## src/sv/byte_stuffed_frame_transmitter_core_assert.svh

```systemverilog
// Assertion macros used by the frame transmitter back end
`ifndef BYTE_STUFFED_FRAME_TRANSMITTER_CORE_ASSERT_SVH
`define BYTE_STUFFED_FRAME_TRANSMITTER_CORE_ASSERT_SVH

// Check a property on every clock edge outside reset
`define BSFT_ASSERT(lbl, prop, msg) \
   lbl: assert property (@(posedge clock) disable iff (reset) prop) else $error(msg);

// Check a property on every clock edge, reset included
`define BSFT_ASSERT_ALWAYS(lbl, prop, msg) \
   lbl: assert property (@(posedge clock) prop) else $error(msg);

`endif

```

## src/sv/bsft_pkg.sv

```systemverilog
// Shared types, constants and helpers of the byte-stuffed frame transmitter
package bsft_pkg;

   localparam logic [7:0] FLAG_BYTE    = 8'h7E;
   localparam logic [7:0] ESC_BYTE     = 8'h7D;
   localparam logic [7:0] ESC_FLAG     = 8'h5E;
   localparam logic [7:0] ESC_ESC      = 8'h5D;
   localparam logic [7:0] CTRL_ONE     = 8'h40;
   localparam logic [7:0] CTRL_ZERO    = 8'h00;
   localparam logic [7:0] ADDRESS_INIT = 8'h03;

   localparam int QUEUE_DEPTH_DEFAULT = 4;

   // Output slots of one command, in transmit order
   localparam int SLOT_COUNT = 9;
   localparam int SLOT_W     = 4;
   localparam logic [SLOT_W-1:0] SLOT_FLAG  = 4'd0;
   localparam logic [SLOT_W-1:0] SLOT_ADDR  = 4'd1;
   localparam logic [SLOT_W-1:0] SLOT_CTRL  = 4'd2;
   localparam logic [SLOT_W-1:0] SLOT_HCHK  = 4'd3;
   localparam logic [SLOT_W-1:0] SLOT_DATA0 = 4'd4;
   localparam logic [SLOT_W-1:0] SLOT_DATA1 = 4'd5;
   localparam logic [SLOT_W-1:0] SLOT_CHK0  = 4'd6;
   localparam logic [SLOT_W-1:0] SLOT_CHK1  = 4'd7;
   localparam logic [SLOT_W-1:0] SLOT_CLOSE = 4'd8;

   typedef logic [SLOT_COUNT-1:0] slot_mask_type;

   typedef struct packed {
      logic [7:0] data_byte;
      logic       last_byte;
   } req_type;

   typedef struct packed {
      logic [7:0] line_byte;
      logic       frame_end;
   } rsp_type;

   // One classified item, as handed from front to back
   typedef struct packed {
      logic [7:0]    addr;
      logic [7:0]    ctrl;
      logic [7:0]    data;
      logic [7:0]    check;
      slot_mask_type mask;
   } cmd_type;

   function automatic logic needs_escape(input logic [7:0] b);
      return (b == FLAG_BYTE) || (b == ESC_BYTE);
   endfunction

   // First byte on the line for a payload or check byte
   function automatic logic [7:0] stuff_first(input logic [7:0] b);
      return needs_escape(b) ? ESC_BYTE : b;
   endfunction

   // Second byte on the line for an escaped byte
   function automatic logic [7:0] stuff_second(input logic [7:0] b);
      return (b == FLAG_BYTE) ? ESC_FLAG : ESC_ESC;
   endfunction

endpackage

```

## src/sv/bsft_front.sv

```systemverilog
// Front end: accepts payload bytes, tracks frame state and builds commands
module bsft_front (
   input  logic              clock,
   input  logic              reset,
   input  logic              req_push,
   input  bsft_pkg::req_type req_item,
   input  logic              csr_write_en,
   input  logic [7:0]        csr_wdata,
   input  logic              q_full,
   output logic              q_push,
   output bsft_pkg::cmd_type q_cmd
);

   logic       in_frame_ff, in_frame_in;
   logic       seq_ff, seq_in;
   logic [7:0] check_ff, check_in;
   logic [7:0] addr_ff, addr_in;

   logic       opening;
   logic [7:0] new_check;

   assign q_push    = req_push && !q_full;
   assign opening   = !in_frame_ff;
   assign new_check = (opening ? 8'h00 : check_ff) ^ req_item.data_byte;

   // Classify the item into a command
   always_comb begin
      q_cmd.addr  = addr_ff;
      q_cmd.ctrl  = seq_ff ? bsft_pkg::CTRL_ONE : bsft_pkg::CTRL_ZERO;
      q_cmd.data  = req_item.data_byte;
      q_cmd.check = new_check;
      q_cmd.mask  = '0;
      q_cmd.mask[bsft_pkg::SLOT_FLAG]  = opening;
      q_cmd.mask[bsft_pkg::SLOT_ADDR]  = opening;
      q_cmd.mask[bsft_pkg::SLOT_CTRL]  = opening;
      q_cmd.mask[bsft_pkg::SLOT_HCHK]  = opening;
      q_cmd.mask[bsft_pkg::SLOT_DATA0] = 1'b1;
      q_cmd.mask[bsft_pkg::SLOT_DATA1] = bsft_pkg::needs_escape(req_item.data_byte);
      q_cmd.mask[bsft_pkg::SLOT_CHK0]  = req_item.last_byte;
      q_cmd.mask[bsft_pkg::SLOT_CHK1]  = req_item.last_byte
                                         && bsft_pkg::needs_escape(new_check);
      q_cmd.mask[bsft_pkg::SLOT_CLOSE] = req_item.last_byte;
   end

   // Advance frame state on each transfer and take the address from CSR writes
   always_comb begin
      in_frame_in = in_frame_ff;
      seq_in      = seq_ff;
      check_in    = check_ff;
      addr_in     = csr_write_en ? csr_wdata : addr_ff;
      if (q_push) begin
         if (opening) begin
            seq_in = !seq_ff;
         end
         if (req_item.last_byte) begin
            in_frame_in = 1'b0;
            check_in    = 8'h00;
         end else begin
            in_frame_in = 1'b1;
            check_in    = new_check;
         end
      end
   end

   always_ff @(posedge clock) begin
      if (reset) begin
         in_frame_ff <= 1'b0;
         seq_ff      <= 1'b0;
         check_ff    <= 8'h00;
         addr_ff     <= bsft_pkg::ADDRESS_INIT;
      end else begin
         in_frame_ff <= in_frame_in;
         seq_ff      <= seq_in;
         check_ff    <= check_in;
         addr_ff     <= addr_in;
      end
   end

endmodule

```

## src/sv/bsft_queue.sv

```systemverilog
// Short command queue between front end and back end
module bsft_queue #(
   parameter int DEPTH = bsft_pkg::QUEUE_DEPTH_DEFAULT
) (
   input  logic              clock,
   input  logic              reset,
   input  logic              push,
   input  bsft_pkg::cmd_type push_cmd,
   input  logic              pop,
   output logic              full,
   output logic              empty,
   output bsft_pkg::cmd_type head_cmd
);

   localparam int PTR_W = (DEPTH > 1) ? $clog2(DEPTH) : 1;
   localparam int CNT_W = $clog2(DEPTH + 1);

   bsft_pkg::cmd_type slots_ff [DEPTH];
   logic [PTR_W-1:0]  wr_ptr_ff, wr_ptr_in;
   logic [PTR_W-1:0]  rd_ptr_ff, rd_ptr_in;
   logic [CNT_W-1:0]  count_ff, count_in;
   logic              do_push, do_pop;

   assign full     = (count_ff == CNT_W'(DEPTH));
   assign empty    = (count_ff == '0);
   assign do_push  = push && !full;
   assign do_pop   = pop && !empty;
   assign head_cmd = slots_ff[rd_ptr_ff];

   // Advance pointers with explicit wrap
   always_comb begin
      wr_ptr_in = wr_ptr_ff;
      rd_ptr_in = rd_ptr_ff;
      count_in  = count_ff;
      if (do_push) begin
         wr_ptr_in = (wr_ptr_ff == PTR_W'(DEPTH - 1)) ? '0 : wr_ptr_ff + 1'b1;
      end
      if (do_pop) begin
         rd_ptr_in = (rd_ptr_ff == PTR_W'(DEPTH - 1)) ? '0 : rd_ptr_ff + 1'b1;
      end
      if (do_push && !do_pop) begin
         count_in = count_ff + 1'b1;
      end else if (do_pop && !do_push) begin
         count_in = count_ff - 1'b1;
      end
   end

   always_ff @(posedge clock) begin
      if (reset) begin
         wr_ptr_ff <= '0;
         rd_ptr_ff <= '0;
         count_ff  <= '0;
      end else begin
         wr_ptr_ff <= wr_ptr_in;
         rd_ptr_ff <= rd_ptr_in;
         count_ff  <= count_in;
      end
   end

   // Store the pushed command
   always_ff @(posedge clock) begin
      if (do_push) begin
         slots_ff[wr_ptr_ff] <= push_cmd;
      end
   end

endmodule

```

## src/sv/bsft_back.sv

```systemverilog
// Back end: walks the slots of each command and drives the line bytes
`include "byte_stuffed_frame_transmitter_core_assert.svh"

module bsft_back (
   input  logic              clock,
   input  logic              reset,
   input  logic              q_empty,
   input  bsft_pkg::cmd_type q_head,
   output logic              q_pop,
   output logic              rsp_empty,
   input  logic              rsp_pop,
   output bsft_pkg::rsp_type rsp_item
);

   bsft_pkg::cmd_type       cmd_ff, cmd_in;
   bsft_pkg::slot_mask_type mask_ff, mask_in;
   bsft_pkg::rsp_type       out_ff, out_in;
   logic                    out_valid_ff, out_valid_in;

   logic                         can_emit, emit;
   logic [bsft_pkg::SLOT_W-1:0]  slot;
   bsft_pkg::slot_mask_type      rest;
   bsft_pkg::rsp_type            slot_rsp;

   assign can_emit  = !out_valid_ff || rsp_pop;
   assign emit      = (mask_ff != '0) && can_emit;
   assign rsp_empty = !out_valid_ff;
   assign rsp_item  = out_ff;

   // Pick the earliest pending slot
   always_comb begin
      slot = bsft_pkg::SLOT_CLOSE;
      for (int i = bsft_pkg::SLOT_COUNT - 1; i >= 0; i--) begin
         if (mask_ff[i]) begin
            slot = bsft_pkg::SLOT_W'(i);
         end
      end
   end

   // Form the byte for the chosen slot
   always_comb begin
      slot_rsp.frame_end = 1'b0;
      case (slot)
         bsft_pkg::SLOT_FLAG:  slot_rsp.line_byte = bsft_pkg::FLAG_BYTE;
         bsft_pkg::SLOT_ADDR:  slot_rsp.line_byte = cmd_ff.addr;
         bsft_pkg::SLOT_CTRL:  slot_rsp.line_byte = cmd_ff.ctrl;
         bsft_pkg::SLOT_HCHK:  slot_rsp.line_byte = cmd_ff.addr ^ cmd_ff.ctrl;
         bsft_pkg::SLOT_DATA0: slot_rsp.line_byte = bsft_pkg::stuff_first(cmd_ff.data);
         bsft_pkg::SLOT_DATA1: slot_rsp.line_byte = bsft_pkg::stuff_second(cmd_ff.data);
         bsft_pkg::SLOT_CHK0:  slot_rsp.line_byte = bsft_pkg::stuff_first(cmd_ff.check);
         bsft_pkg::SLOT_CHK1:  slot_rsp.line_byte = bsft_pkg::stuff_second(cmd_ff.check);
         bsft_pkg::SLOT_CLOSE: begin
            slot_rsp.line_byte = bsft_pkg::FLAG_BYTE;
            slot_rsp.frame_end = 1'b1;
         end
         default:              slot_rsp.line_byte = bsft_pkg::FLAG_BYTE;
      endcase
   end

   // Drop the emitted slot and load the next command once the current one drains
   always_comb begin
      rest   = emit ? (mask_ff & ~(bsft_pkg::slot_mask_type'(1) << slot)) : mask_ff;
      q_pop  = (rest == '0) && !q_empty;
      cmd_in = q_pop ? q_head : cmd_ff;
      mask_in = q_pop ? q_head.mask : rest;
   end

   // Hold the output byte until it is transferred
   always_comb begin
      out_in       = out_ff;
      out_valid_in = out_valid_ff;
      if (emit) begin
         out_in       = slot_rsp;
         out_valid_in = 1'b1;
      end else if (rsp_pop) begin
         out_valid_in = 1'b0;
      end
   end

   always_ff @(posedge clock) begin
      if (reset) begin
         mask_ff      <= '0;
         out_valid_ff <= 1'b0;
      end else begin
         mask_ff      <= mask_in;
         out_valid_ff <= out_valid_in;
      end
   end

   always_ff @(posedge clock) begin
      cmd_ff <= cmd_in;
      out_ff <= out_in;
   end

   `BSFT_ASSERT(a_pending_reaches_output, (mask_ff != '0 && !out_valid_ff) |=> out_valid_ff, "pending slot did not reach the output register")
   `BSFT_ASSERT(a_close_is_flag, (out_valid_ff && out_ff.frame_end) |-> (out_ff.line_byte == bsft_pkg::FLAG_BYTE), "frame end marked on a byte other than the flag")
   `BSFT_ASSERT_ALWAYS(a_no_load_while_busy, q_pop |-> (rest == '0), "command loaded while slots remain")

endmodule

```

## src/sv/byte_stuffed_frame_transmitter_core.sv

```systemverilog
// Top level of the byte-stuffed frame transmitter
//
// Takes payload bytes with a last-byte marker and sends framed, byte-stuffed
// line bytes: flag, address, alternating control byte and header check open
// each frame, payload bytes and the closing XOR check are escaped, and a
// closing flag (marked by frame_end) ends it. The front end takes one payload
// byte per cycle while its command queue (QUEUE_DEPTH entries) has room; the
// back end sends one line byte per cycle while the receiver keeps popping, so
// an item yields 1 to 9 line bytes (1 for a plain byte, 2 if escaped, plus 4
// for a frame header and 2 to 3 for the check and closing flag). The single
// line byte per cycle of the back-end sequencer sets the sustained rate. With
// the back end idle, the first line byte of an item passes through the queue,
// the back-end command register and the output register to the result side.
// csr_wdata sets the address byte for frame headers opened after the write.
module byte_stuffed_frame_transmitter_core #(
   parameter int QUEUE_DEPTH = bsft_pkg::QUEUE_DEPTH_DEFAULT
) (
   input  logic              clock,
   input  logic              reset,
   input  logic              req_push,
   output logic              req_full,
   input  bsft_pkg::req_type req_item,
   output logic              rsp_empty,
   input  logic              rsp_pop,
   output bsft_pkg::rsp_type rsp_item,
   input  logic              csr_write_en,
   input  logic [7:0]        csr_wdata
);

   logic              q_push, q_pop, q_full, q_empty;
   bsft_pkg::cmd_type q_cmd, q_head;

   assign req_full = q_full;

   // Accept and classify payload bytes
   bsft_front u_front (
      .clock        (clock),
      .reset        (reset),
      .req_push     (req_push),
      .req_item     (req_item),
      .csr_write_en (csr_write_en),
      .csr_wdata    (csr_wdata),
      .q_full       (q_full),
      .q_push       (q_push),
      .q_cmd        (q_cmd)
   );

   // Decouple the two sides
   bsft_queue #(
      .DEPTH (QUEUE_DEPTH)
   ) u_queue (
      .clock    (clock),
      .reset    (reset),
      .push     (q_push),
      .push_cmd (q_cmd),
      .pop      (q_pop),
      .full     (q_full),
      .empty    (q_empty),
      .head_cmd (q_head)
   );

   // Send line bytes
   bsft_back u_back (
      .clock     (clock),
      .reset     (reset),
      .q_empty   (q_empty),
      .q_head    (q_head),
      .q_pop     (q_pop),
      .rsp_empty (rsp_empty),
      .rsp_pop   (rsp_pop),
      .rsp_item  (rsp_item)
   );

endmodule
```

## config.mk

```make
export PLATFORM = sky130hd
export DESIGN_NAME = byte_stuffed_frame_transmitter_core
export DESIGN_NICKNAME = d
export VERILOG_FILES = /design/src/sv/bsft_pkg.sv /design/src/sv/bsft_front.sv /design/src/sv/bsft_queue.sv /design/src/sv/bsft_back.sv /design/src/sv/byte_stuffed_frame_transmitter_core.sv
export VERILOG_INCLUDE_DIRS = /design/src /design/src/sv
export SDC_FILE = /design/constraint.sdc
export NUM_CORES = 1
export LEC_CHECK = 0
export ABC_AREA = 1
export ABC_CLOCK_PERIOD_IN_PS = 2800
export CAP_MARGIN = 10
export CORE_UTILIZATION = 25
export CTS_CLUSTER_SIZE = 8
export DETAILED_ROUTE_END_ITERATION = 8
export DONT_BUFFER_PORTS = 1
export HOLD_SLACK_MARGIN = 0.15
export PLACE_DENSITY = 0.39
export SLEW_MARGIN = 20
export SYNTH_ARGS = -nofsm -noshare
export SYNTH_HDL_FRONTEND = slang
export SYNTH_SLANG_ARGS = --single-unit
```

## constraint.sdc

```tcl
create_clock -name clock -period 2.8 [get_ports clock]
set_input_delay 0.56 -clock clock [delete_from_list [all_inputs] [get_ports clock]]
set_output_delay 0.56 -clock clock [all_outputs]
set_load 0.005 [all_outputs]
```

After elaboration in Yosys (flattened, before gate mapping)
Memories as Yosys holds them, arrays and structs flattened. A register that Yosys moved wholly into a read port is not among the register bits.
Cells that the tools add are included.
{"block": "word_totals", "register_bits": 76, "latchBits": 0, "ram_bits": 156, "rom_bits": 0, "out_inout_bits": 11, "word_cells": 101, "memories": 1}
{"name": "u_queue.slots_ff", "depth": 4, "word_bits": 39, "read_ports": 1, "rd_clocked_by_memory_dff": 1, "wr": 1, "line": "bsft_queue.sv:18", "rtl": "bsft_pkg::cmd_type slots_ff [DEPTH];"}
{"block": "classes", "add_sub_neg": 4, "multipliers": 0, "div": 0, "order_cmp": 0, "n_eq_ne": 19, "shifts": 1, "muxes": 30, "n_bitwise": 5, "reduce_logical": 26}
{"operator": "equality test 8 x 7 -> 1 bit, second input constant", "count": 8}
{"operator": "case mux 8 bit (7 select lines)", "count": 1}
{"operator": "2-to-1 mux 4 bit", "count": 8}
{"operator": "2-to-1 mux 8 bit", "count": 4}
{"operator": "2-to-1 mux 9 bit", "count": 2}
{"operator": "equality test 4 x 3 -> 1 bit, second input constant", "count": 4}
{"operator": "bitwise XOR 8 bit", "count": 2}
{"operator": "2-to-1 mux 2 bit", "count": 6}
{"operator": "AND 9 bit", "count": 1}
{"operator": "zero test 9 bit", "count": 1}
{"operator": "inverter 9 bit", "count": 1}
{"operator": "nonzero test 9 bit", "count": 1}
{"operator": "left shift 1 x 4 -> 9 bit, first input constant", "count": 1}
{"operator": "equality test 4 x 2 -> 1 bit, second input constant", "count": 2}
{"operator": "logical AND 1 bit", "count": 8}
{"operator": "zero test 1 bit", "count": 7}
{"operator": "2-to-1 mux 7 bit", "count": 1}
{"operator": "2-to-1 mux 1 bit", "count": 6}
{"operator": "2-to-1 mux 3 bit", "count": 2}
{"operator": "logical OR 1 bit", "count": 5}
{"operator": "adder 2 x 1 -> 2 bit, second input constant", "count": 2}
{"operator": "equality test 2 bit, second input constant", "count": 2}
{"operator": "equality test 4 x 1 -> 1 bit, second input constant", "count": 1}
{"operator": "equality test 4 bit, second input constant", "count": 1}
{"operator": "other kinds (7)", "count": 8}

Longest topological paths before layout
Gate-level depths: netlist of the first run.
{"block": "logic_depth", "word_depth": 18, "ltp_mapped": 19, "depth_no_buf": 19}

Hierarchy
Synthesis of the first run repeated with hierarchy kept, for this count alone.
{"block": "unflattened", "hier_cells": 882, "area_unflattened_um2": 10169.8}
{"mod": "bsft_queue", "instances": 1, "cells_each": 467, "area_each_um2": 6575.1, "seq_area_each_um2": 5104.9}
{"mod": "bsft_back", "instances": 1, "cells_each": 256, "area_each_um2": 2498.6, "seq_area_each_um2": 1431.4}
{"mod": "bsft_front", "instances": 1, "cells_each": 159, "area_each_um2": 1096.1, "seq_area_each_um2": 360.3}

Worst setup path before layout of the first run
Ideal clock, no wire load.
{"block": "synth_path", "kind": "input -> register", "start": "input rsp_pop", "end": "register u_queue.count_ff[2]", "arrival_ns": 2.912, "required_ns": 2.681, "setup_slack_ns": -0.231, "path_stages": 12, "path_buffers": 0, "path_cell_list": "nor2_1 -> a21oi_4 -> inv_2 -> o21bai_2 -> nand4_2 -> nor2_4 -> inv_2 -> ha_1 -> fa_1 -> o21a_1 -> o21ai_0 -> a21oi_1"}
{"block": "synth_between", "elab_chain_len": 9, "word_cells_on_any_way": 11, "classes_between": "mux (2); reduce/logical (9)"}
{"item": "from (decl)", "line": "byte_stuffed_frame_transmitter_core.sv:24", "rtl": "input logic rsp_pop,"}
{"item": "logical OR 1 bit *", "line": "bsft_back.sv:25", "rtl": "assign can_emit = !out_valid_ff || rsp_pop;"}
{"item": "logical AND 1 bit *", "line": "bsft_back.sv:26", "rtl": "assign emit = (mask_ff != '0) && can_emit;"}
{"item": "named net u_back.emit", "line": "bsft_back.sv:20", "rtl": "logic can_emit, emit;"}
{"item": "2-to-1 mux 9 bit *", "line": "bsft_back.sv:62", "rtl": "rest = emit ? (mask_ff & ~(bsft_pkg::slot_mask_type'(1) << slot)) : mask_ff;"}
{"item": "zero test 9 bit *", "line": "bsft_back.sv:63", "rtl": "q_pop = (rest == '0) && !q_empty;"}
{"item": "logical AND 1 bit *", "line": "bsft_back.sv:63"}
{"item": "logical AND 1 bit *", "line": "bsft_queue.sv:27", "rtl": "assign do_pop = pop && !empty;"}
{"item": "zero test 1 bit", "line": "bsft_queue.sv:41", "rtl": "if (do_push && !do_pop) begin"}
{"item": "logical AND 1 bit", "line": "bsft_queue.sv:41"}
{"item": "2-to-1 mux 3 bit / nonzero test 2 bit (equally long branches)"}
{"item": "to (signal assigned)", "line": "bsft_queue.sv:56", "rtl": "count_ff <= count_in;"}
{"item": "to (decl)", "line": "bsft_queue.sv:21", "rtl": "logic [CNT_W-1:0] count_ff, count_in;"}
The timed path passes the listed nets; every way through them passes the cells marked *.
A chain may end at the register's enable or synchronous reset.

Final worst setup path of the first run
{"block": "layout_path", "start": "register u_back.mask_ff[4]", "end": "register u_queue.count_ff[2]"}
{"block": "layout_between", "elab_chain_len": 15, "word_cells_on_any_way": 19, "classes_between": "shift (1); mux (7); bitwise (2); reduce/logical (9)"}
{"item": "from (decl)", "line": "bsft_back.sv:16", "rtl": "bsft_pkg::slot_mask_type mask_ff, mask_in;"}
{"item": "from (signal assigned)", "line": "bsft_back.sv:85", "rtl": "mask_ff <= mask_in;"}
{"item": "2-to-1 mux 4 bit (5 in series)", "line": "bsft_back.sv:34", "rtl": "if (mask_ff[i]) begin"}
{"item": "left shift 1 x 4 -> 9 bit", "line": "bsft_back.sv:62"}
{"item": "inverter 9 bit", "line": "bsft_back.sv:62"}
{"item": "AND 9 bit", "line": "bsft_back.sv:62"}
{"item": "2-to-1 mux 9 bit *", "line": "bsft_back.sv:62"}
{"item": "zero test 9 bit *", "line": "bsft_back.sv:63"}
{"item": "logical AND 1 bit *", "line": "bsft_back.sv:63"}
{"item": "logical AND 1 bit *", "line": "bsft_queue.sv:27"}
{"item": "zero test 1 bit", "line": "bsft_queue.sv:41"}
{"item": "logical AND 1 bit", "line": "bsft_queue.sv:41"}
{"item": "2-to-1 mux 3 bit / nonzero test 2 bit (equally long branches)"}
Mark *: on every way between the ends. The rest lies on a longest branch, timed or not.

==> results_dict.tcl, run 1 <==
set metrics [dict create \
    outcome "completed" \
    hpwl_mm 11.47 \
    dieArea_um2 31040 \
    dr.pass1.iters 4 \
    fillerInstances 2971 \
    cp-end-kind "flop" \
    vias_per_cell 4.406 \
    setup_tns_ps 0 \
    ys_seq_area_share_pct 69.15 \
    fin_worst_skew_ps 14.09 \
    syn_nets 678 \
    worstPathRequired_ps 3160 \
    std_cell_rows 63 \
    numCtsBuffers 17 \
    synthCells 649 \
    finalWorstSetupSlack_ps 229.5 \
    tritoncts "built" \
    dr_total_vias 4697 \
    insertion_delay_ps 430 \
    drcViolationCount 0 \
    cts_root_buffer "clkbuf_16" \
    post-place-ws_ps 52.15 \
    worstPathArrival_ps 2930 \
    layout_common_cells "edfxtp_1, nor2_1, o21ai_0" \
    gp_congestion 0.7769 \
    io_buffers 0 \
    die_h_um 176.2 \
    diodes 0 \
    syn-cell-area_um2 7585 \
    cp_top_family "simple AND/OR/NAND/NOR gates" \
    track_usage_pct 11.96 \
    antenna_found_initial 1 \
    drt_iter0_drc 236 \
    final_net_count 692 \
    postRouteAntennaNets 0 \
    cts_htree_levels 4 \
    hold_violations 0 \
    grt_max_degree 59 \
    layout_commonest_cell "edfxtp_1" \
    p_per_area_nw_per_um2 1146 \
    ir_worst_vdd_uv 470.4 \
    cpPeakStageDelay_ps 370 \
    drv_cap 0 \
    cts_sinks 187 \
    path_buf_inv 1 \
    slew_headroom_pct 50.21 \
    layout-drive-gt1-share_pct 14.50 \
    synth.avg_cell_area_um2 11.69 \
    post_dp_cell_area_um2 8150 \
    clockBufferDepth 2 \
    fin_area_um2 8881 \
    crit_fanout 4 \
    crit_type "flop to flop" \
    setup_violations 0 \
    die_w_um 176.2 \
    grt_remaining_overflow 0 \
    finalCriticalPeriod_ps 2571 \
    ios 33 \
    leakagePower_nw 3.089 \
    cts.clk_slew.worst_paths_ps 70 \
    grt_pass1_vias 4708 \
    hold_path_class "input pin to flop" \
    synth_warnings 0 \
    syn_to_final_growth_pct 17.09 \
    timing.fmax_mhz 389.0 \
    slowest_stage "fa_2" \
    initial_core_util_pct 25.52 \
    synth_cell_types 42 \
    fin_crit_sh_pct 91.80 \
    worst-slew-pin-transition_ps 746.0 \
    slew_viol_final 0 \
    wl_mm 17.74 \
    ys_ff_latch 187 \
    grt_pass1_wl_mm 27.32 \
    cp_cell_sequence "nor2_4, nand2_2, nor2_4, nand2_1, nand2_1, nand2_1, nor2_2, nand4_1, nor2_4, inv_2, ha_4, fa_2, a21oi_2, o21a_1, o21ai_1, a21oi_1" \
    wl_per_cell_um 16.64 \
    worst_setup_path_start_kind "flop" \
    core_um2 29720 \
]
cell usage after synthesis (all sizes together):
| cell type | instances | share of area (%) |
|---|---|---|
| xor2 | 6 | 0.69 |
| a21oi | 20 | 1.7 |
| ha | 6 | 0.99 |
| dfxtp | 37 | 9.8 |
| a22oi | 8 | 0.79 |
| edfxtp | 150 | 59 |
| a32o | 2 | 0.26 |
| clkinv | 1 | 0.049 |
| nand3b | 1 | 0.099 |
| o311a | 1 | 0.13 |
| nand2 | 71 | 3.8 |
| o21bai | 1 | 0.15 |
| xnor2 | 1 | 0.12 |
| a311oi | 1 | 0.12 |
| nor3 | 3 | 0.20 |
| nor2 | 109 | 6.2 |
| nor4b | 1 | 0.12 |
| o211ai | 1 | 0.099 |
| buf | 1 | 0.049 |
| a211oi | 2 | 0.20 |
| inv | 59 | 2.9 |
| nor3b | 2 | 0.20 |
| nand4 | 13 | 1.2 |
| nand3 | 19 | 1.6 |
| clkbuf | 23 | 1.1 |
| fa | 1 | 0.26 |
| o21ai | 78 | 5.2 |
| or2 | 1 | 0.083 |
| o22ai | 28 | 2.3 |
| o21a | 2 | 0.20 |
stage by stage:
step	util, %	power [mW]	hold slack [ps]	cells
2_1_floorplan	-	6.425	437.8	649
3_3_place_gp	27.43	7.493	470.9	1029
3_5_place_dp	27.43	7.538	488.6	1029
4_1_cts	29.53	10.09	162.6	1061
5_1_grt	29.89	10.83	161.1	1066
6_report	29.89	10.18	185.6	1066
registers in the layout (all words and copies together) (netlist names), named ones only:
| register | flops |
|---|---|
| u_queue.slots_ff | 116 |
| u_back.cmd_ff | 25 |
| u_back.mask_ff | 9 |
| u_back.rsp_item | 9 |
| u_front.addr_ff | 8 |
| u_front.check_ff | 8 |
| u_queue.count_ff | 3 |
| u_queue.rd_ptr_ff | 2 |
| u_queue.wr_ptr_ff | 2 |
| u_back.out_valid_ff | 1 |
| u_front.in_frame_ff | 1 |
| u_front.seq_ff | 1 |
path summary, 6_finish.rpt:
check | from | endpoint | slack, ps | cells after the start
setup / recovery | u_back.mask_ff[4] | u_queue.count_ff[2] | 230 | 16
hold reg to reg | u_back.mask_ff[8] | u_back.mask_ff[8] | 480 | 2
hold / removal | reset | u_back.mask_ff[1] | 190 | 1
setup reg to reg | u_back.mask_ff[4] | u_queue.count_ff[2] | 230 | 16
cell families (layout without fill, tap and decap cells):
logic type               count (synthesis)  in the layout  synth area share (%)
AND/OR/NAND/NOR                        220            220                 13.46
flip-flops                             187            187                 69.15
AO/OA/AOI/OAI                          144            144                 11.17
buffers and inverters                   84            111                 4.157
adder cells (fa/ha/maj)                  7              7                 1.254
XOR/XNOR                                 7              7                0.8083
timing repair:
item / 4_1_cts / 5_1_grt
setup buffers: 0 / 5
hold buffers: 0 / 0
setup endpoints to repair: 0 / 1
gates resized for setup: 0 / 22
per-layer routing:
metal / routed length (um) / part of all wire [%] / GRT usage [%]
met1: 8481 / 48 / 15.45
met2: 8507 / 48 / 19.85
met3: 597 / 3.4 / 2.885
met4: 155 / 0.87 / 3.333
met5: 0 / 0 / 0
layout make-up:
cell class	count	area, um^2	share of cell area (%)
repair buffers	19	192.7	2.170
clock inverters	14	195.2	2.198
well taps	390	488.0	5.495
inverters	60	225.2	2.536
clock buffers	18	429.2	4.832
multi-input cells	378	2092	23.56
flip-flops and latches	187	5259	59.21
where the power goes:
group          internal, mW  switching [mW]  leakage, nW
registers              3.88           0.312         1.69
logic                  1.11            2.33         1.11
clock network          1.50            1.04        0.283
(Power assumes the default switching activity.)
==> run 2: changes to the inputs <==
--- a/config.mk
+++ b/config.mk
@@ -9,12 +9,15 @@
 export ABC_AREA = 1
 export ABC_CLOCK_PERIOD_IN_PS = 2800
 export CAP_MARGIN = 10
+export CELL_PAD_IN_SITES_DETAIL_PLACEMENT = 0
+export CELL_PAD_IN_SITES_GLOBAL_PLACEMENT = 1
+export CORE_ASPECT_RATIO = 1.5
 export CORE_UTILIZATION = 25
 export CTS_CLUSTER_SIZE = 8
 export DETAILED_ROUTE_END_ITERATION = 8
 export DONT_BUFFER_PORTS = 1
 export HOLD_SLACK_MARGIN = 0.15
-export PLACE_DENSITY = 0.39
+export PLACE_DENSITY = 0.45
 export SLEW_MARGIN = 20
 export SYNTH_ARGS = -nofsm -noshare
 export SYNTH_HDL_FRONTEND = slang
==> results_dict.tcl, run 2 (same netlist as run 1, synthesis figures left out) <==
set metrics [dict create \
    track_usage_pct 12.49 \
    io_buffers 0 \
    fin_worst_skew_ps 7.390 \
    largest_reg_flops 116 \
    tritoncts "built" \
    leakagePower_nw 3.107 \
    cpPeakStageDelay_ps 370 \
    grt_pass1_vias 4614 \
    grt_max_degree 59 \
    worst-slew-pin-transition_ps 762.3 \
    worst_setup_path_start_kind "flop" \
    layout-drive-gt1-share_pct 14.05 \
    regMostFlops "u_queue.slots_ff" \
    outcome "completed" \
    fillerInstances 3067 \
    worst_hold_slack_ps 184.8 \
    dr.pass1.iters 4 \
    p_total_mw 10.03 \
    reg_top3 "u_queue.slots_ff x116, u_back.cmd_ff x25" \
    dr_total_vias 4665 \
    die_w_um 144.2 \
    hold_violations 0 \
    clockBufferDepth 2 \
    wl_per_cell_um 16.87 \
    wl_mm 18.07 \
    pwr-share-clk_pct 24.6 \
    crit_fanout 6 \
    cpMostUsedCell "nor2_4" \
    finalCriticalPeriod_ps 2603 \
    cts_sinks 187 \
    die_h_um 215.3 \
    postRouteAntennaNets 0 \
    cts_htree_levels 4 \
    antenna_found_initial 0 \
    ios 33 \
    fin_util_pct 29.88 \
    cts.clk_slew.worst_paths_ps 60 \
    final_net_count 692 \
    r2r_slack_ps 200 \
    cts_root_buffer "clkbuf_16" \
    comb_power_share_pct 33.7 \
    hpwl_mm 11.73 \
    cp-end-kind "flop" \
    intPower_mw 6.402 \
    insertion_delay_ps 440 \
    pwr-share-seq_pct 41.7 \
    grt_remaining_overflow 0 \
    setup_tns_ps 0 \
    drcViolationCount 0 \
    setup_violations 0 \
    fin_crit_sh_pct 92.95 \
    diodes 0 \
    path_buf_inv 2 \
    cp_num_cells 16 \
    p_per_area_nw_per_um2 1131 \
    layout_commonest_cell "edfxtp_1" \
    hold_path_class "input pin to flop" \
    worstRegToRegCells 16 \
    layout_common_cells "edfxtp_1, nor2_1, o21ai_0" \
    slowest_stage "dfxtp_4" \
    hold_depth 1 \
    cp_top_family "simple AND/OR/NAND/NOR gates" \
    drv_cap 0 \
    grt_pass1_wl_mm 27.72 \
    syn_to_final_growth_pct 16.89 \
    worstPathRequired_ps 3160 \
    vias_per_cell 4.356 \
    worstPathArrival_ps 2960 \
    drt_iter0_drc 212 \
    crit_type "flop to flop" \
    slew_headroom_pct 49.12 \
    p_sw_mw 3.627 \
    core_um2 29670 \
    timing.fmax_mhz 384.2 \
    std_cell_rows 77 \
    dieArea_um2 31050 \
    gp_congestion 0.7885 \
    cp_cell_sequence "nor2_4, nand2_4, nor2_4, a21oi_4, nand2_1, o21ai_1, inv_1, nand4_2, nor2_4, inv_2, ha_2, fa_2, a21oi_1, o21a_1, o21ai_0, a21oi_1" \
    ir_worst_vdd_uv 392.0 \
    initial_core_util_pct 25.56 \
    p_sw_share_pct 36.17 \
    slew_viol_final 0 \
    numCtsBuffers 17 \
]
-- run 2: timing repair --
action,CTS,global route
hold buffers,0,1
buffers inserted,0,6
gates resized for setup,0,18
setup endpoints to repair,0,2
endpoints found under the hold margin,0,2
-- run 2: area by class of cell --
cell class	count	area [um^2]	area share [%]
inverter	60	227.7	2.568
sequential	187	5259	59.31
clock buffer	19	432.9	4.883
tap	395	494.2	5.574
multi-input combinational	378	2079	23.45
timing repair buffer	19	207.7	2.343
clock inverter	13	165.2	1.863
-- run 2: path summary, 6_finish.rpt --
| kind | start | end |
|---|---|---|
| max reg2reg | u_back.mask_ff[0] | u_queue.count_ff[2] |
| max | u_back.mask_ff[0] | u_queue.count_ff[2] |
| min reg2reg | u_back.mask_ff[8] | u_back.mask_ff[8] |
| min | reset | u_back.mask_ff[0] |
-- run 2: stage by stage --
stage	setup slack, ps	cells	area [um^2]
after floorplan	-175.5	649	7597
after global placement	113.2	1032	8155
after detailed placement	97.45	1032	8155
after CTS	36.74	1064	8753
after global routing	-31.28	1071	8866
final	197.4	1071	8866
-- run 2: power groups by stage --
stage,combinational [mW],clock (mW),sequential (mW)
6_report,3.38,2.46,4.18
5_1_grt,3.85,2.65,4.26
4_1_cts,3.32,2.54,4.17
3_5_place_dp,3.31,0,4.23
3_3_place_gp,3.29,0,4.22
2_1_floorplan,2.31,0,4.11
-- run 2: metal layers --
| metal | vias to the layer above | routed length, um | GRT usage [%] |
|---|---|---|---|
| met3 | 15 | 512 | 3.565 |
| met1 | 2281 | 7828 | 14.39 |
| li1 | 2313 | - | - |
| met5 | - | 0 | 0 |
| met4 | 0 | 288 | 4.421 |
| met2 | 56 | 9442 | 21.72 |
==> run 3: changes to the inputs <==
--- a/config.mk
+++ b/config.mk
@@ -7,17 +7,15 @@
 export NUM_CORES = 1
 export LEC_CHECK = 0
 export ABC_AREA = 1
-export ABC_CLOCK_PERIOD_IN_PS = 2800
+export ABC_CLOCK_PERIOD_IN_PS = 2600
 export CAP_MARGIN = 10
-export CELL_PAD_IN_SITES_DETAIL_PLACEMENT = 0
-export CELL_PAD_IN_SITES_GLOBAL_PLACEMENT = 1
 export CORE_ASPECT_RATIO = 1.5
 export CORE_UTILIZATION = 25
 export CTS_CLUSTER_SIZE = 8
 export DETAILED_ROUTE_END_ITERATION = 8
 export DONT_BUFFER_PORTS = 1
 export HOLD_SLACK_MARGIN = 0.15
-export PLACE_DENSITY = 0.45
+export PLACE_DENSITY = 0.37
 export SLEW_MARGIN = 20
 export SYNTH_ARGS = -nofsm -noshare
 export SYNTH_HDL_FRONTEND = slang
==> constraint.sdc (replaced) <==
create_clock -name clock -period 2.6 [get_ports clock]
set_input_delay 0.52 -clock clock [delete_from_list [all_inputs] [get_ports clock]]
set_output_delay 0.52 -clock clock [all_outputs]
set_load 0.005 [all_outputs]
==> results_dict.tcl, run 3 (same netlist as run 1, synthesis figures left out) <==
set metrics [dict create \
    outcome "completed" \
    hold_depth 2 \
    worst_hold_path.endpoint "u_front.addr_ff[0]" \
    ir_worst_vdd_uv 474.4 \
    tritoncts "built" \
    layout_common_cells "edfxtp_1, nor2_1, o21ai_0" \
    cp-end-kind "flop" \
    setup_tns_ps 0 \
    grt_remaining_overflow 0 \
    clockBufferDepth 2 \
    syn_to_final_growth_pct 19.93 \
    reg2reg_to "u_queue.count_ff[1]" \
    reg_top3 "u_queue.slots_ff x116, u_back.cmd_ff x25" \
    fillerInstances 3038 \
    hpwl_mm 12.18 \
    ios 33 \
    dieArea_um2 31050 \
    gp_congestion 0.8067 \
    r2r_start "u_back.mask_ff[0]" \
    antenna_found_initial 0 \
    r2r_slack_ps 110 \
    core_um2 29670 \
    slew_viol_final 0 \
    crit_fanout 7 \
    p_total_mw 11.15 \
    instances_no_fill 1097 \
    insertion_delay_ps 440 \
    dp_cells 1048 \
    post_dp_cell_area_um2 8258 \
    layout_commonest_cell "edfxtp_1" \
    grt_pass1_wl_mm 27.87 \
    slowest_stage "fa_2" \
    cts.clk_slew.worst_paths_ps 70 \
    std_cell_rows 77 \
    finalWorstSetupSlack_ps 108.3 \
    largest_reg_flops 116 \
    dr_total_vias 4822 \
    wl_per_cell_um 16.60 \
    hold_violations 0 \
    worst_setup_path_start_kind "flop" \
    die_h_um 215.3 \
    cts_htree_levels 4 \
    die_w_um 144.2 \
    io_buffers 0 \
    layout-drive-gt1-share_pct 17.09 \
    finalCriticalPeriod_ps 2492 \
    final_net_count 718 \
    fin_area_um2 9096 \
    initial_core_util_pct 25.56 \
    cts_root_buffer "clkbuf_16" \
    wl_mm 18.21 \
    rsz0062_at_grt "true" \
    leakagePower_nw 3.219 \
    worstPathRequired_ps 2900 \
    worstRegToRegCells 14 \
    cpPeakStageDelay_ps 530 \
    postRouteAntennaNets 0 \
    post-place-ws_ps -13.31 \
    setup_violations 0 \
    grt_pass1_vias 4718 \
    worstPathArrival_ps 2790 \
    path_buf_inv 2 \
    worst-slew-pin-transition_ps 803.1 \
    timing.fmax_mhz 401.3 \
    slew_headroom_pct 46.28 \
    numCtsBuffers 17 \
    grt_max_degree 59 \
    fin_worst_skew_ps 8.481 \
    hp-start "csr_wdata[0]" \
    cp_top_family "adder cells" \
    dr.pass1.iters 5 \
    cpMostUsedCell "nor2_4" \
    cp_cell_sequence "nor2_4, nand2_4, nor2_4, a21oi_4, inv_4, o21ai_4, nand4_1, nor2_4, inv_2, ha_4, fa_2, nor2_2, a21oi_1, nor2_1" \
    regMostFlops "u_queue.slots_ff" \
    fin_crit_sh_pct 95.84 \
    drcViolationCount 0 \
    vias_per_cell 4.396 \
    drv_cap 0 \
    hold_path_class "input pin to flop" \
    p_per_area_nw_per_um2 1225 \
    crit_type "flop to flop" \
    cts_sinks 187 \
    diodes 0 \
    drt_iter0_drc 285 \
    track_usage_pct 12.50 \
]
==> run 3: cell count changes in the layout (fill, tap and decap cells not counted), moves of 2 or more <==
cell           previous run  this run
buf_4                    13        32
dlygate4sd3_1             1        10
clkinv_2                  4         0
buf_12                    5         3
clkbuf_1                  2         0
dfxtp_1                  30        28
dfxtp_4                   2         4
inv_8                     1         3
nand2_1                  63        61
nand2_2                   6         8
o21ai_2                   0         2
==> run 3: layer usage <==
metal  vias up  global-route usage, %  part of all wire (%)
li1       2369                      -                     -
met1      2320                  14.17                    40
met2       112                  22.08                    53
met3        21                  2.496                   4.1
met4         0                  5.965                   2.2
met5         -                      0                     0
==> run 3: how the worst max path moves through the flow <==
| stage | depth (start not counted) | endpoint | start | slack [ps] |
|---|---|---|---|---|
| 5_1_grt | 18 | u_queue.count_ff[1] | u_back.mask_ff[6] | -30 |
| 4_1_cts | 15 | u_queue.count_ff[2] | u_back.mask_ff[1] | 3 |
| 2_1_floorplan | 12 | u_queue.count_ff[2] | rsp_pop | -340 |
| 3_3_place_gp | 16 | u_queue.count_ff[2] | u_back.mask_ff[3] | -20 |
| 6_report | 14 | u_queue.count_ff[1] | u_back.mask_ff[0] | 110 |
| 3_5_place_dp | 16 | u_queue.count_ff[2] | u_back.mask_ff[3] | -10 |
==> run 3: through the flow <==
stage,hold slack (ps),utilization (%)
final,210.1,30.65
after global routing,192.8,30.65
after CTS,181.5,30.22
after detailed placement,470.4,27.83
after global placement,479.3,27.83
after floorplan,437.8,-
==> run 3: cell type report <==
| class | instances | area [um^2] | share of cell area (%) |
|---|---|---|---|
| multi-input combinational | 378 | 2100 | 23.08 |
| tap | 395 | 494.2 | 5.433 |
| timing repair buffer | 45 | 400.4 | 4.402 |
| sequential | 187 | 5266 | 57.90 |
| clock inverter | 15 | 182.7 | 2.008 |
| clock buffer | 17 | 425.4 | 4.677 |
| inverter | 60 | 227.7 | 2.503 |
==> run 3: report_power, final <==
part	switching (mW)	internal [mW]	total [mW]
registers	0.327	4.18	4.51
logic	2.56	1.41	3.97
clock network	1.21	1.46	2.66
total	4.10	7.05	11.1
==> run 3: what timing repair did <==
item	CTS	global route
hold endpoints to repair	53	0
gates cloned	0	0
pin swaps	4	8
setup endpoints to repair	1	2
buffers inserted	0	7
gates resized for setup	2	21
hold buffers	10	0
